## src/bsc_pkg.sv

```systemverilog
// shared types, codes and arithmetic helpers of the binary-swap compositor
package bsc_pkg;

	localparam int FRAC_BITS = 15;
	localparam int PIX_W     = 16;
	localparam int CH_N      = 4;
	localparam logic [PIX_W-1:0] ONE_VAL = 16'h8000;
	localparam logic [31:0] HALF_VAL = 32'h0000_4000;
	localparam logic [2:0] SIDE_RST  = 3'd6;

	typedef logic [PIX_W-1:0] pix_t;
	typedef logic [CH_N-1:0][PIX_W-1:0] rgba_t;

	typedef enum logic [1:0] {
		CMD_LOAD = 2'd0,
		CMD_SEND = 2'd1,
		CMD_RECV = 2'd2,
		CMD_READ = 2'd3
	} cmd_t;

	typedef enum logic [1:0] {
		CFG_SIDE_LOG2   = 2'd0,
		CFG_LEVEL_COUNT = 2'd1,
		CFG_OVER_MASK   = 2'd2
	} cfg_idx_t;

	localparam logic [1:0] ST_OK    = 2'd0;
	localparam logic [1:0] ST_DONE  = 2'd1;
	localparam logic [1:0] ST_RANGE = 2'd2;

	// clamp a raw input value to one
	function automatic pix_t sat_in(input logic [PIX_W-1:0] v);
		return (v > ONE_VAL) ? ONE_VAL : v;
	endfunction

	// saturating sum of two values up to one
	function automatic pix_t sat_add(input pix_t a, input pix_t b);
		logic [PIX_W:0] s;
		s = {1'b0, a} + {1'b0, b};
		return (s > {1'b0, ONE_VAL}) ? ONE_VAL : s[PIX_W-1:0];
	endfunction

	// side log2 in use, held to 1..maxl
	function automatic logic [3:0] eff_log2(input logic [2:0] s, input logic [3:0] maxl);
		logic [3:0] r;
		r = {1'b0, s};
		if (r == 4'd0) r = 4'd1;
		if (r > maxl) r = maxl;
		return r;
	endfunction

endpackage

```

## src/bsc_mul.sv

```systemverilog
// shared fixed-point multiplier with round to nearest and a registered product
module bsc_mul (
	input  logic          clk,
	input  bsc_pkg::pix_t op_a,
	input  bsc_pkg::pix_t op_b,
	output bsc_pkg::pix_t product
);

	logic [31:0] full;
	logic [31:0] rounded;

	assign full    = 32'(op_a) * 32'(op_b);
	assign rounded = (full + bsc_pkg::HALF_VAL) >> bsc_pkg::FRAC_BITS;

	always_ff @(posedge clk) begin
		product <= rounded[bsc_pkg::PIX_W-1:0];
	end

endmodule

```

## config.mk

```make
export PLATFORM = sky130hd
export DESIGN_NAME = bsc_mul
export DESIGN_NICKNAME = d
export VERILOG_FILES = /design/src/bsc_pkg.sv /design/src/bsc_mul.sv
export SDC_FILE = /design/constraint.sdc
export NUM_CORES = 1
export LEC_CHECK = 0
export ABC_CLOCK_PERIOD_IN_PS = 9820
export BUFFER_PORTS_ARGS = -buffer_cell sky130_fd_sc_hd__buf_2
export CORE_ASPECT_RATIO = 1.5
export CORE_MARGIN = 8
export CORE_UTILIZATION = 55
export DETAILED_ROUTE_END_ITERATION = 12
export HOLD_SLACK_MARGIN = 0.12
export PLACE_DENSITY_LB_ADDON = 0.25
export SLEW_MARGIN = 20
export SYNTH_ARGS = -nofsm -noshare
export SYNTH_HDL_FRONTEND = slang
export SYNTH_SLANG_ARGS = --single-unit
```

## constraint.sdc

```tcl
create_clock -name clk -period 9.82 [get_ports clk]
set_input_delay 2.946 -clock clk [delete_from_list [all_inputs] [get_ports clk]]
set_output_delay 2.946 -clock clk [all_outputs]
set_load 0.03 [all_outputs]
```

==> impl_results.md, run 1 <==
- Status: complete, no violations
- Avg Cell Area, Syn: 8.95 µm²
- Die area: 0.0198 mm²
- Most common cell in the netlist: inv_1
- Slowest cell on the critical path: fa_1
- Final setup vio count: 0
- Max-cap viol count: 0
- Type of the worst min-delay path: in -> reg
- Longest Clk Path Bufs: 2
- # DRC: 0
- Port Buf Inserts: 48
- Iter 0 DRT Violations: 251
- Row cnt: 55
- Area of the core: 0.0151 mm²
- Fin worst setup slack: between 1000 and 1500 ps
- Vias: 6153
- Detail Route Antenna Nets: 0
- Largest register FFs: 16
- YS warnings: 0
- Largest registers: product x16
- Setup TNS: 0 ps
- CP Class: in -> reg
- Final Hold Fails: 0
- Hold_buf cts: 0
- Top Layer Used: met4
- Cts bufs inserted: 3
- Pre-CTS setup slack: 1160 ps
- Slew of the pin with the lowest slew margin: a little over 600 ps
- Final nets: approximately 1300
- Top FF cell, synth: dfxtp_1
- Area contributors post-synth: fa_1 (45%), ha_1 (16%), inv_1 (9.6%)
- DR pass1 iterations: 4
- Routed wire per std cell: 16.5 µm
- Largest net degree at the start of global routing: 17
- Grt ovf: 0
- Slew HR: 58.2%
- Cell Chain, Critical Path: buf_2 > nand2_1 > fa_1 > inv_1 > fa_1 > fa_1 > fa_1 > fa_1 > inv_1 > fa_1 > inv_1 > ha_1 > a21oi_1 > o21a_1 > o21ai_1 > a21oi_1 > a211oi_2 > or2_1 > a311o_1
- Minimum clock period: between 8000 and 9000 ps
- Fraction of layout cells with a size suffix above 1: 5.68%
- Flops & latches, synth: 16
- Syn_nets: 1285
- Post-CTS Setup Repair Bufs: 0
- Global-route usage over all layers: roughly a fifth
- Number of flops mapped to enable cells by yosys: 0
- Metal2 WL: 10700 µm
- Die Ht: 168 µm
- Unrepaired setup endpoints after global routing: no
- Crit share post-route: 85.5%
- Diode count: 0
- WL met3: 692 µm
- Vias per cell: approximately 5.3
- Area Growth Syn to Fin: 5.24%
- Worst endpoint required time: 9960 ps
- Largest Register: product
- First-pass GRT wire length: 33300 µm
- WL met1: 7390 µm
- Number of library cell types mapped by synthesis: 37
- Final core occ: 59.2%
- Number of global-route vias before repair: 6919
- Mapped Area: 0.00852 mm²
- Maximum clock rate: about 0.12 GHz
- Hpwl dp: 16400 µm
- Clk sinks: 16
- Root Buffer: clkbuf_16
- GP Congestion: 0.861
- Startpoint types: primary input
- CTS HTree Levels: 1
- Slew Limit Fails: 0
- CP dominant cell by count: fa_1
- Crit-path max cell delay: 580 ps
- Synth top area share: about 45%
- Synth top cells by count: inv_1 (218), fa_1 (193), nand2_1 (151)
- Critical path peak fanout: 16
- Initial antenna violation count: 0
- Reg clk slew, reported paths: 50 ps
- CTS resizes: 0
- Worst setup EP type: flip-flop
- Hold WS: 3540 ps
- Total Wirelength: 19200 µm
- WP data arrival: 8530 ps
- Synth area leader: fa_1
- Die X: 118 µm
- Sequential area share after synthesis: 3.76%
- TritonCTS clock tree: built
- Initial Utilization: 56.3%
- Ports: 49
- Cells after Synth: between 900 and 1000
- Async set-reset flop share out of synthesis: 0%
==> stage by stage <==
stage               cell area [µm²]  instances
floorplan                      8520        952
global placement               8880       1164
detailed placement             8880       1164
CTS                            8970       1168
global route                   8970       1168
finish                         8970       1168
==> routing by layer <==
metal  GRT usage, %  up-vias
met5              0        -
met4           7.16        0
met3           2.03       39
met2           38.9      128
met1           23.6     3129
li1               -     2857
==> final timing paths <==
path	from	endpoint	cells after the start
max	op_a[7]	product[15]	19
min	op_b[15]	product[15]	5
==> worst max-delay path, delay by kind of cell <==
family	cells	cell delay, ps
buffers and inverters	4	490
adder cells (fa/ha/maj)	7	3410
AND/OR/NAND/NOR	2	390
AO/OA/AOI/OAI	6	1290
==> layout by cell type (no fill, tap or decap), types with 2 or more instances in the layout <==
master,count
xor2_1,5
a21oi_1,19
a31oi_1,3
o31ai_1,3
a21boi_0,2
o21bai_1,2
inv_1,218
o21a_1,5
nor3_1,4
a211o_1,2
o21ai_1,4
o21ai_0,4
buf_2,48
nand2_1,151
a21o_1,8
and2_1,116
xnor2_1,15
nand3_1,4
ha_1,107
nand4_1,5
dfxtp_1,16
nor2_1,14
clkbuf_16,3
fa_1,193
and3_1,4
==> kinds of logic after synthesis <==
group	synth area share, %
flops	3.76
xor+xnor	2.06
compound gates	4.84
fa+ha+maj	61.0
simple gates	17.2
buf+inv	11.1
==> area by class of cell <==
type                       instances  area [µm²]
tap                              199         249
timing repair buffer              48         240
fill                            1379        6170
inverter                         218         818
clock buffer                       4        88.8
multi-input combinational        683        7250
sequential                        16         320
Power of run 1 is left out: the tool's default activity adds up to more than one toggle a clock period on the data nets, which glitch-free logic cannot reach.
==> inputs of run 2 (changes only) <==
- MAX_ROUTING_LAYER: not set -> met4
- RECOVER_POWER: not set -> 50
==> run 2 against run 1 <==
Compared with the run above:
- final area is 0.22% lower
- largest cell class unchanged
- global-route usage is 0.59 points higher
- via count about the same
- sequential share of layout area barely moved
- count of clock-buffer cells in the layout is the same
- worst setup slack gained 6.0 ps
- critical endpoint unchanged
- routed wire length shrank 0.39%
- non-clock buffer count unchanged
- first-iteration DRC count decreased by 4.4%
- maximum frequency barely moved
==> impl_results.md, run 2 (same netlist as run 1, synthesis figures left out) <==
- Worst endpoint required time: 9960 ps (about the same)
- Area of the core: 0.0151 mm² (unchanged)
- Layout fillers: 1384 (+0.36%)
- GP Congestion: 0.873 (+1.4%)
- Largest register FFs: 16 (unchanged)
- Initial antenna violation count: 0 (unchanged)
- Detail Route Antenna Nets: 0 (unchanged)
- Status: complete, no violations
- Pre-CTS setup slack: 1160 ps (unchanged)
- Hold_buf cts: 0 (unchanged)
- Port Buf Inserts: 48 (unchanged)
- Clk sinks: 16 (unchanged)
- Maximum clock rate: 0.119 GHz (about the same)
- Ports: 49 (unchanged)
- Fraction of layout cells with a size suffix above 1: 4.02% (-1.7 points)
- Fin worst setup slack: 1430 ps (+6.03 ps)
- Startpoint types: primary input
- Slowest cell on the critical path: fa_1
- CP dominant cell by count: fa_1
- Slew Limit Fails: 0 (unchanged)
- Critical path origin: op_a[7]
- Longest Clk Path Bufs: 2 (unchanged)
- Diode count: 0 (unchanged)
- Iter 0 DRT Violations: 240 (-4.4%)
- Crit path to: product[15]
- WP data arrival: 8530 ps (about the same)
- Hpwl dp: 16400 µm (unchanged)
- Worst setup EP type: flip-flop
- Critical path peak fanout: 16 (unchanged)
- Number of global-route vias before repair: 6923 (+0.058%)
- Setup TNS: 0 ps (unchanged)
- Largest Register: product
- Most frequent cells in the layout: inv_1 (218), fa_1 (193), nand2_1 (151)
- Initial Utilization: 56.3% (unchanged)
- DR pass1 iterations: 4 (unchanged)
- Crit-path max cell delay: 580 ps (about the same)
- CP Class: in -> reg
- Final setup vio count: 0 (unchanged)
- Grt ovf: 0 (unchanged)
- Area Growth Syn to Fin: 5.01%
- Slew of the pin with the lowest slew margin: 626 ps (+2.41 ps)
- Post-route non-filler standard cell count: 1168 (unchanged)
- Post-CTS Setup Repair Bufs: 0 (unchanged)
- CTS resizes: 0 (unchanged)
- TritonCTS clock tree: built
- First-pass GRT wire length: 33300 µm (about the same)
- Type of the worst min-delay path: in -> reg
- Max-cap viol count: 0 (unchanged)
- CTS HTree Levels: 1 (unchanged)
- Largest registers: product x16
- Global-route usage over all layers: 21.1% (+0.59 points)
- Die area: 0.0198 mm² (unchanged)
- Slew HR: 58.0% (-0.16 points)
- Placed insts: 1164 (unchanged)
- Cts bufs inserted: 3 (unchanged)
- Commonest non-fill, non-tap cell in the layout: inv_1
- # DRC: 0 (unchanged)
- Unrepaired setup endpoints after global routing: no
- Final Hold Fails: 0 (unchanged)
- Root Buffer: clkbuf_16
- Vias per cell: 5.27 (about the same)
- Die Ht: 168 µm (unchanged)
- Minimum clock period: 8390 ps (-6.03 ps)
- Vias: 6151 (-0.033%)
- Total Wirelength: 19200 µm (-0.39%)
- Reg clk slew, reported paths: 50 ps (about the same)
- Final nets: 1303 (unchanged)
- Row cnt: 55 (unchanged)
- Cell Chain, Critical Path: buf_2 > nand2_1 > fa_1 > inv_1 > fa_1 > fa_1 > fa_1 > fa_1 > inv_1 > fa_1 > inv_1 > ha_1 > a21oi_1 > o21a_1 > o21ai_1 > a21oi_1 > a211oi_2 > or2_1 > a311o_1
- Die X: 118 µm (unchanged)
- Routed wire per std cell: 16.4 µm (-0.39%)
- Crit share post-route: 85.4% (about the same)
- Largest net degree at the start of global routing: 17 (unchanged)
run 2: area by class of cell:
type                       instances  area [µm²]  share of cell area (%)
clock buffer                       4        88.8                   0.993
inverter                         218         818                    9.14
multi-input combinational        683        7250                    81.0
sequential                        16         320                    3.58
tap                              199         249                    2.78
timing repair buffer              48         220                    2.46
run 2: stage by stage:
stage | hold slack [ps] | cell area, µm² | utilization (%)
global route | 3610 | 8950 | 59.1
CTS | 3540 | 8970 | 59.2
finish | 3540 | 8950 | 59.1
global placement | 3390 | 8880 | 58.7
detailed placement | 3390 | 8880 | 58.7
floorplan | 3320 | 8520 | -
run 2: worst min-delay path by stage:
stage                    start  slack [ps]     endpoint  cells after the start
detailed placement  product[3]        3390   product[3]                      1
floorplan           product[0]        3320   product[0]                      0
global placement    product[8]        3390   product[8]                      1
CTS                   op_b[15]        3540  product[15]                      5
finish                op_b[15]        3540  product[15]                      5
global route          op_b[15]        3610  product[15]                      5
run 2: per-layer routing:
| metal | GRT usage, % | vias up | routed length (µm) |
|---|---|---|---|
| met2 | 38.9 | 114 | 10700 |
| met1 | 23.8 | 3144 | 7430 |
| met5 | - | - | 0 |
| li1 | - | 2860 | - |
| met4 | 6.99 | 0 | 437 |
| met3 | 1.63 | 33 | 550 |
run 2: worst max-delay path: cells and delay by family:
family | cells | cell delay, ps
buf+inv | 4 | 480
compound gates | 6 | 1290
simple gates | 2 | 390
fa+ha+maj | 7 | 3410
Power of run 2 is left out for the same reason.
==> inputs of run 3 (changes only) <==
- CORE_UTILIZATION: 55 -> 41
==> run 3 against run 2 <==
Compared with the run above:
- critical path depth did not move
- sequential cell count is the same
- cell count rose by 5.6%
- core utilization down 15 points
- maximum frequency about the same
- routed wire length grew 10%
- final area is 0.91% higher
- worst hold slack better by 65 ps
- worst setup slack about the same
- highest routed layer unchanged
==> impl_results.md, run 3 (same netlist as run 1, synthesis figures left out) <==
- Status: complete, no violations
- CP Class: in -> reg
- CP dominant cell by count: fa_1
- Maximum clock rate: 0.119 GHz (about the same)
- Hpwl dp: 17800 µm (+8.7%)
- Die X: 134 µm (+14%)
- Diode count: 0 (unchanged)
- Detail Route Antenna Nets: 0 (unchanged)
- CP bufs+invs: 4 (unchanged)
- Minimum clock period: 8390 ps (-0.160 ps)
- Storage cell area: 320 µm² (unchanged)
- Unrepaired setup endpoints after global routing: no
- Clk sinks: 16 (unchanged)
- Hold_sp: op_b[15]
- First-pass GRT wire length: 36300 µm (+9.0%)
- Critical path origin: op_b[1]
- Initial Utilization: 41.7% (-15 points)
- Row cnt: 64 (+16%)
- Number of global-route vias before repair: 7195 (+3.9%)
- Cts bufs inserted: 3 (unchanged)
- Total Wirelength: 21100 µm (+10%)
- Area of the core: 0.0204 mm² (+35%)
- Area Growth Syn to Fin: 5.96%
- Layout fillers: 2072 (+50%)
- Largest net degree at the start of global routing: 17 (unchanged)
- Cell Chain, Critical Path: buf_2 > nand2_1 > fa_1 > fa_1 > fa_1 > inv_1 > fa_1 > fa_1 > inv_1 > fa_1 > inv_1 > ha_1 > nand2_1 > nor2_1 > nand2_1 > a211o_1 > a211oi_2 > nor3_1 > a311o_1
- Crit path max-delay family: adder cells
- Port Buf Inserts: 48 (unchanged)
- Slowest cell on the critical path: fa_1
- Most frequent cells in the layout: inv_1 (218), fa_1 (193), nand2_1 (151)
- Startpoint types: primary input
- Final nets: 1303 (unchanged)
- Post-CTS Setup Repair Bufs: 0 (unchanged)
- Commonest non-fill, non-tap cell in the layout: inv_1
- WP data arrival: 8530 ps (about the same)
- Routed wire per std cell: 17.1 µm (+4.3%)
- Iter 0 DRT Violations: 256 (+6.7%)
- Setup TNS: 0 ps (unchanged)
- Worst setup EP type: flip-flop
- Grt ovf: 0 (unchanged)
- TritonCTS clock tree: built
- CTS HTree Levels: 1 (unchanged)
- Largest register FFs: 16 (unchanged)
- Reg clk slew, reported paths: 50 ps (about the same)
- Global-route usage over all layers: 18.1% (-3.0 points)
- Vias: 6263 (+1.8%)
- Die area: 0.0258 mm² (+30%)
- Crit share post-route: 85.4% (about the same)
- Largest registers: product x16
- Hold_buf cts: 0 (unchanged)
- Max-cap viol count: 0 (unchanged)
- Longest Clk Path Bufs: 2 (unchanged)
- Type of the worst min-delay path: in -> reg
- Slew HR: 58.7% (+0.66 points)
- Slew of the pin with the lowest slew margin: 616 ps (-9.81 ps)
- Final setup vio count: 0 (unchanged)
- Die Ht: 193 µm (+14%)
- Root Buffer: clkbuf_16
- Crit-path max cell delay: 540 ps (-40 ps)
- Critical path peak fanout: 16 (unchanged)
- CTS resizes: 0 (unchanged)
- Area occupied by multi-input gates: 0.00725 mm² (unchanged)
- Slew Limit Fails: 0 (unchanged)
- Ports: 49 (unchanged)
- Largest Register: product
- # DRC: 0 (unchanged)
- Worst endpoint required time: 9960 ps (about the same)
- Final Hold Fails: 0 (unchanged)
- GP Congestion: 0.843 (-3.4%)
- Fraction of layout cells with a size suffix above 1: 4.02% (unchanged)
- Vias per cell: 5.08 (-3.5%)
- Initial antenna violation count: 0 (unchanged)
- DR pass1 iterations: 5 (+1)
==> run 3: cell counts in the layout (fill, tap and decap cells not counted) <==
Identical to the previous run, type by type.
==> run 3: layer usage <==
metal	wire length (µm)	global-route usage, %	up-vias	part of all wire (%)
li1	-	-	2857	-
met4	466	4.98	0	2.2
met3	971	2.40	38	4.6
met1	7800	19.3	3236	37
met2	11900	34.3	132	56
met5	0	-	-	0
==> run 3: worst paths after layout <==
check,end,slack [ps],cells after the start
hold / removal,product[15],3600,5
setup / recovery,product[15],1430,19
==> run 3: cell type report <==
cell class / instances / area share, %
Tap cell: 264 / 3.66
Sequential cell: 16 / 3.55
Timing Repair Buffer: 48 / 2.44
Clock buffer: 4 / 0.984
Multi-Input combinational cell: 683 / 80.3
Inverter: 218 / 9.06
==> run 3: through the flow <==
step / util (%) / hold WS (ps) / setup slack [ps] / instances / area, µm²
3_5_place_dp: 43.9 / 3380 / 1200 / 1229 / 8960
3_3_place_gp: 43.9 / 3380 / 1200 / 1229 / 8960
6_report: 44.2 / 3600 / 1430 / 1233 / 9030
4_1_cts: 44.3 / 3620 / 1440 / 1233 / 9050
2_1_floorplan: - / 3320 / 1670 / 952 / 8520
5_1_grt: 44.2 / 3670 / 1130 / 1233 / 9030
Power of run 3 is left out for the same reason.
